[src/hw/rtl/dwgs_pkg.sv]
// ----------------------------------------------------------------------------
// dwgs_pkg
// Shared types, constants and helpers of the damped wave grid stencil.
// ----------------------------------------------------------------------------
package dwgs_pkg;

  // Grid geometry: square grid, cell address is {row, col}
  localparam int GRID_SIZE = 256;
  localparam int IDX_W     = $clog2(GRID_SIZE);
  localparam int ADDR_W    = 2 * IDX_W;
  localparam int CELLS     = GRID_SIZE * GRID_SIZE;
  localparam logic [IDX_W-1:0]  LAST_IDX  = IDX_W'(GRID_SIZE - 1);
  localparam logic [ADDR_W-1:0] LAST_ADDR = ADDR_W'(CELLS - 1);

  // Configuration port
  localparam int REG_COUNT = 8;
  localparam int APB_AW    = $clog2(REG_COUNT) + 2;

  // Configuration register indexes
  typedef enum logic [2:0] {
    REG_PREV_AIR,
    REG_LAPX_AIR,
    REG_LAPY_AIR,
    REG_SRC_AIR,
    REG_PREV_DENSE,
    REG_LAPX_DENSE,
    REG_LAPY_DENSE,
    REG_SRC_DENSE
  } reg_e;

  typedef enum logic [1:0] {
    OP_LOAD  = 2'd0,
    OP_STEP  = 2'd1,
    OP_READ  = 2'd2,
    OP_CLEAR = 2'd3
  } op_e;

  localparam logic [1:0] MAT_DENSE = 2'd1;

  typedef enum logic [3:0] {
    ST_INIT,
    ST_IDLE,
    ST_LOAD,
    ST_READ,
    ST_READ_WAIT,
    ST_PRE,
    ST_PRE_WAIT,
    ST_FETCH,
    ST_MAC,
    ST_WRITE,
    ST_CLEAR,
    ST_FINISH
  } state_e;

  // One classified input item
  typedef struct packed {
    op_e                op;
    logic [IDX_W-1:0]   cell_row;
    logic [IDX_W-1:0]   cell_col;
    logic [1:0]         material;
    logic signed [31:0] amp;
    logic [IDX_W-1:0]   focus_row;
    logic [IDX_W-1:0]   focus_col;
  } item_t;

  // Weights of one material, Q2.30
  typedef struct packed {
    logic signed [31:0] prev_w;
    logic signed [31:0] lapx_w;
    logic signed [31:0] lapy_w;
    logic signed [31:0] src_w;
  } mat_w_t;

  typedef struct packed {
    mat_w_t air;
    mat_w_t dense;
  } wts_t;

  // Saturate a wide signed value to 32 bits
  function automatic logic signed [31:0] sat32(input logic signed [71:0] v);
    logic signed [31:0] r;
    if (v > 72'sd2147483647) begin
      r = 32'sh7FFF_FFFF;
    end else if (v < -72'sd2147483648) begin
      r = 32'sh8000_0000;
    end else begin
      r = v[31:0];
    end
    return r;
  endfunction

endpackage

[src/hw/rtl/dwgs_front.sv]
// ----------------------------------------------------------------------------
// dwgs_front
// Accepts input beats, classifies the opcode and queues items for the engine.
// ----------------------------------------------------------------------------
module dwgs_front
  import dwgs_pkg::*;
(
  input  logic               clk_i,
  input  logic               rst_ni,
  input  logic               in_valid_i,
  output logic               in_stall_o,
  input  logic [1:0]         opcode_i,
  input  logic [IDX_W-1:0]   cell_row_i,
  input  logic [IDX_W-1:0]   cell_col_i,
  input  logic [1:0]         material_code_i,
  input  logic signed [31:0] source_amplitude_i,
  input  logic [IDX_W-1:0]   focus_row_i,
  input  logic [IDX_W-1:0]   focus_col_i,
  input  logic               init_busy_i,
  output logic               q_valid_o,
  input  logic               q_pop_i,
  output item_t              q_item_o
);

  item_t      fifo_q [2];
  logic       wr_ptr_q, rd_ptr_q;
  logic [1:0] count_q;
  logic       push;
  item_t      in_item;

  // Classify the incoming beat
  always_comb begin
    in_item.op        = op_e'(opcode_i);
    in_item.cell_row  = cell_row_i;
    in_item.cell_col  = cell_col_i;
    in_item.material  = material_code_i;
    in_item.amp       = source_amplitude_i;
    in_item.focus_row = focus_row_i;
    in_item.focus_col = focus_col_i;
  end

  assign in_stall_o = (count_q == 2'd2) || init_busy_i;
  assign push       = in_valid_i && !in_stall_o;
  assign q_valid_o  = (count_q != 2'd0);
  assign q_item_o   = fifo_q[rd_ptr_q];

  // Store pushed items
  always_ff @(posedge clk_i) begin
    if (push) begin
      fifo_q[wr_ptr_q] <= in_item;
    end
  end

  // Advance pointers and count
  always_ff @(posedge clk_i or negedge rst_ni) begin
    if (!rst_ni) begin
      wr_ptr_q <= 1'b0;
      rd_ptr_q <= 1'b0;
      count_q  <= 2'd0;
    end else begin
      if (push) begin
        wr_ptr_q <= !wr_ptr_q;
      end
      if (q_pop_i) begin
        rd_ptr_q <= !rd_ptr_q;
      end
      count_q <= count_q + {1'b0, push} - {1'b0, q_pop_i};
    end
  end

endmodule

[config.mk]
export PLATFORM = sky130hd
export DESIGN_NAME = dwgs_front
export DESIGN_NICKNAME = d
export VERILOG_FILES = /design/src/hw/rtl/dwgs_pkg.sv /design/src/hw/rtl/dwgs_front.sv
export SDC_FILE = /design/constraint.sdc
export NUM_CORES = 1
export LEC_CHECK = 0
export ABC_AREA = 0
export BUFFER_PORTS_ARGS = -buffer_cell sky130_fd_sc_hd__clkbuf_2
export CORE_MARGIN = 4
export CORE_UTILIZATION = 49
export CTS_BUF_LIST = sky130_fd_sc_hd__clkbuf_4 sky130_fd_sc_hd__clkbuf_8
export CTS_CLUSTER_SIZE = 24
export DETAILED_ROUTE_END_ITERATION = 8
export PLACE_DENSITY = 0.79
export SYNTH_ARGS = -nofsm -noshare
export SYNTH_HDL_FRONTEND = slang
export SYNTH_SLANG_ARGS = --single-unit
[constraint.sdc]
create_clock -name clk_i -period 4.12 [get_ports clk_i]
set_clock_uncertainty 0.15 [all_clocks]
set_input_delay 0.824 -clock clk_i [delete_from_list [all_inputs] [get_ports clk_i]]
set_output_delay 0.824 -clock clk_i [all_outputs]
set_load 0.01 [all_outputs]
== Yosys cells after proc, flatten, opt, wreduce, memory -nomap -nowiden ==
Memory sizes are Yosys's and may differ from the RTL's.
Cells that the tools add are included.
Word-level totals
  flip-flop bits (word level): 4
  bits in writable memories: 136
  input bits: 73
  word-level logic and storage cells: 15
  memories: 1
Cells by class
  $add $sub $neg: 2
  eq/ne operators: 1
  mux-type cells: 2
  reduce and logical (&&, ||, !) cells: 6
Memories
  fifo_q: depth 2, width 68, rd ports 1, clocked after memory_dff 0, wr ports 1, line dwgs_front.sv:25  | item_t fifo_q [2];
Operator list (number)
  1-bit zero test: 3
  2-bit by 1-bit adder with 2-bit output: 1
  2-bit equality test (second input constant): 1
  1-bit 2-to-1 mux: 2
  2-bit nonzero test: 1
  2-bit by 1-bit subtractor with 2-bit output: 1
  1-bit logical AND: 1
  1-bit logical OR: 1

== Depth between registers and ports, before layout ==
  word-level depth: 6
  depth in mapped cells: 7
  mapped depth without buffers: 7

== Worst setup path before layout ==
OpenSTA, ideal clock, no wires.
  path type: input-to-reg
  from: input port init_busy_i
  to: memory fifo_q[0][0] in the netlist's numbering, enable pin
  setup time: 0.495 ns
  data arrival time: 3.913 ns
  required time: 3.475 ns
  setup slack: -0.437 ns
  stages: 2
  cell sequence: nand3b_1 -> nor2_1
On the way
  cells in the longest elaborated chain, start to end: 5
RTL lines
  start, declared: line dwgs_front.sv:19  | input logic init_busy_i,
  1-bit logical OR: line dwgs_front.sv:42  | assign in_stall_o = (count_q == 2'd2) || init_busy_i;
  1-bit zero test: line dwgs_front.sv:43  | assign push = in_valid_i && !in_stall_o;
  1-bit logical AND: line dwgs_front.sv:43
  1-bit 2-to-1 mux: line dwgs_front.sv:49  | if (push) begin
  1-bit 2-to-1 mux (implied by the code): line dwgs_front.sv:50  | fifo_q[wr_ptr_q] <= in_item;
  end, declared: line dwgs_front.sv:25
Every way passes these cells.

==> metrics <==
Leak=~2.5 nW; Synth Register Bits=140; Total Routing Usage GR=0.148; row cnt=37; Yosys top cell area share=0.793; Seq/Total Area, Yosys=0.812; Synth top cells by count=edfxtp_1 (136), mux2_2 (58), mux2_4 (10); post-synth cell types=15; final routed DRC violation total=0; Ports=between 100 and 150; final worst-path cycle share=0.744; Clock Path Buffers=2; Core Area=roughly 0.01 mm²; final net count=462; Setup violations, final=0; post-synthesis cell type with the largest combined area=edfxtp_1; htree depth=4; Sink Count=140; Resized Gates After CTS=0; fraction of registers with async set/reset=0.0286; final std cells w/o fill=about 540; GR Util met3=0.0515; YS warnings=0; setup tns final=0 ps; PortBufs=142; # diodes=0; placed instance area=~0.006 mm²; Vias/cell=slightly below 5; PD cells=623 mW/mm²; vias=2626; CP Max Fanout=69; Slew @ Worst Pin=974 ps; syn_nets=~310; post-DP HPWL=a little under 6000 µm; Synth Instances=230; initial antenna violation count=0; max_cap viols=0; R2R depth=4; CP startpoint kind=register; wire per inst=about 16 µm; Worst-path clk slew=80 ps; RSZ-0062 raised after global routing=false; GPL Wtd Cong=approximately 0.72; WS Path Type=reg2out; Setup Fix Bufs, Post-CTS=0; total CTS buffers=17; critical path launch point=rd_ptr_q$_DFFE_PN0P_; reg-to-reg endpoint=fifo_q[0][36]$_DFFE_PP_; Final Hold Fails=0; share of layout cells above drive strength 1=0.615; Post-Syn Area=a little over 0.005 mm²; largest net degree at the start of global routing=70; Max-slew headroom=0.351; worst setup margin=around 1100 ps; Remaining Overflow, GRT=0; worst reg2reg setup slack=2150 ps; upper clock frequency limit=between 300 and 400 MHz; most frequent cell after synthesis=edfxtp_1; clk_lat worst skew=approximately 420 ps; Routed Antenna Nets=0; P&R area growth vs syn=24.6%; Clock Tree Root=clkbuf_8; cts hold-fix bufs=0; Finished Cell Area=0.00642 mm²; Tmin final=~3100 ps; Detailed Route Iter0 Violations=89; vias in the first global route=about 3000; drt first pass iters=6; Initial Utilization=0.501; wirelength, routed=roughly 8700 µm; gr busiest metal=met2; Post-synth EDFFs=136; Req. time, crit path=3150 ps; die span in x=about 110 µm; largest cells by area after synthesis=edfxtp_1 (79%), mux2_2 (13%), mux2_4 (2.9%), dfrtp_1 (1.9%), xnor2_1 (0.51%); VDD IR max=approximately 0.38 mV; Cells after DPL=~500; Worst setup EP type=output pin; run status=finished, final reports clean; met1 GRT Util=0.173; Main synth FF type=edfxtp_1; crit path DAT=around 2100 ps; CTS tree=yes; Min-Delay Path Class=in2async; die height=around 110 µm; Global Route met2 Usage=0.245; r2r startpoint=count_q[1]$_DFF_PN0_; syn avg cell area=between 20 and 25 µm²; dpl ws=between 1000 and 1500 ps; final max-slew violation count=0; first-pass GRT wire length=14100 µm; full die area=between 0.01 and 0.015 mm²
[per-stage QoR]
step	utilization	total power, W	hold slack [ps]
after floorplan	-	0.00261	318
after global placement	0.586	0.00295	345
after detailed placement	0.586	0.00297	366
after CTS	0.624	0.00406	24.0
after global routing	0.624	0.00421	19.3
final	0.624	0.00400	45.6
[area by class of cell]
class	instances	area, µm²
Clock inverter	13	150
Tap cell	136	170
Inverter	2	7.51
Sequential cell	140	4190
Fill cell	802	3860
Multi-Input combinational cell	80	912
Timing Repair Buffer	146	741
Clock buffer	19	249
[sequential cells by signal, summed over array words and instances, names as in the netlist]
signal and cells:
count_q 2, fifo_q 136, wr_ptr_q 1, rd_ptr_q 1
[worst max-delay path: stages, from the launching register on]
cell      delay [ps]
dfrtp_4         1080
mux2_2           440
clkbuf_2         130
[logic make-up (layout without fill, tap and decap cells)]
logic type | count (synthesis) | count (layout) | synth area share
flip-flops | 140 | 140 | 0.812
multiplexers | 68 | 68 | 0.156
buffers and inverters | 10 | 180 | 0.0136
AND/OR/NAND/NOR | 6 | 6 | 0.00656
XOR/XNOR | 4 | 4 | 0.00680
adder cells (fa/ha/maj) | 2 | 2 | 0.00486
[power by group]
group	internal, W	leakage, nW	switching, W	total [W]
sequential	0.00177	1.29	0.000184	0.00196
clock	0.000604	0.193	0.000483	0.00109
combinational	0.000523	0.970	0.000430	0.000952
[per-layer routing]
metal / part of all wire / vias to the layer above
met3: 0.062 / 19
met4: 0.020 / 0
met1: 0.41 / 1282
met5: 0 / -
li1: - / 1223
met2: 0.51 / 102
[worst max path at each step]
stage | slack [ps] | endpoint
floorplan | -440 | fifo_q[0][0]$_DFFE_PP_
finish | 1050 | q_item_o[9]
detailed placement | 1480 | q_item_o[9]
global route | 920 | q_item_o[9]
global placement | 1480 | q_item_o[9]
CTS | 1000 | q_item_o[9]
[layout by cell type, fill, tap and decap left out, drive strengths merged]
cell and count:
buf 4, bufinv 3, clkbuf 161, clkinv 7, clkinvlp 3, dfrtp 4
edfxtp 136, ha 2, inv 2, mux2 68, nand2b 2, nand3b 1
nor2 2, or2 1, xnor2 3, xor2 1
Note: power is estimated with default switching activity, not from simulation.
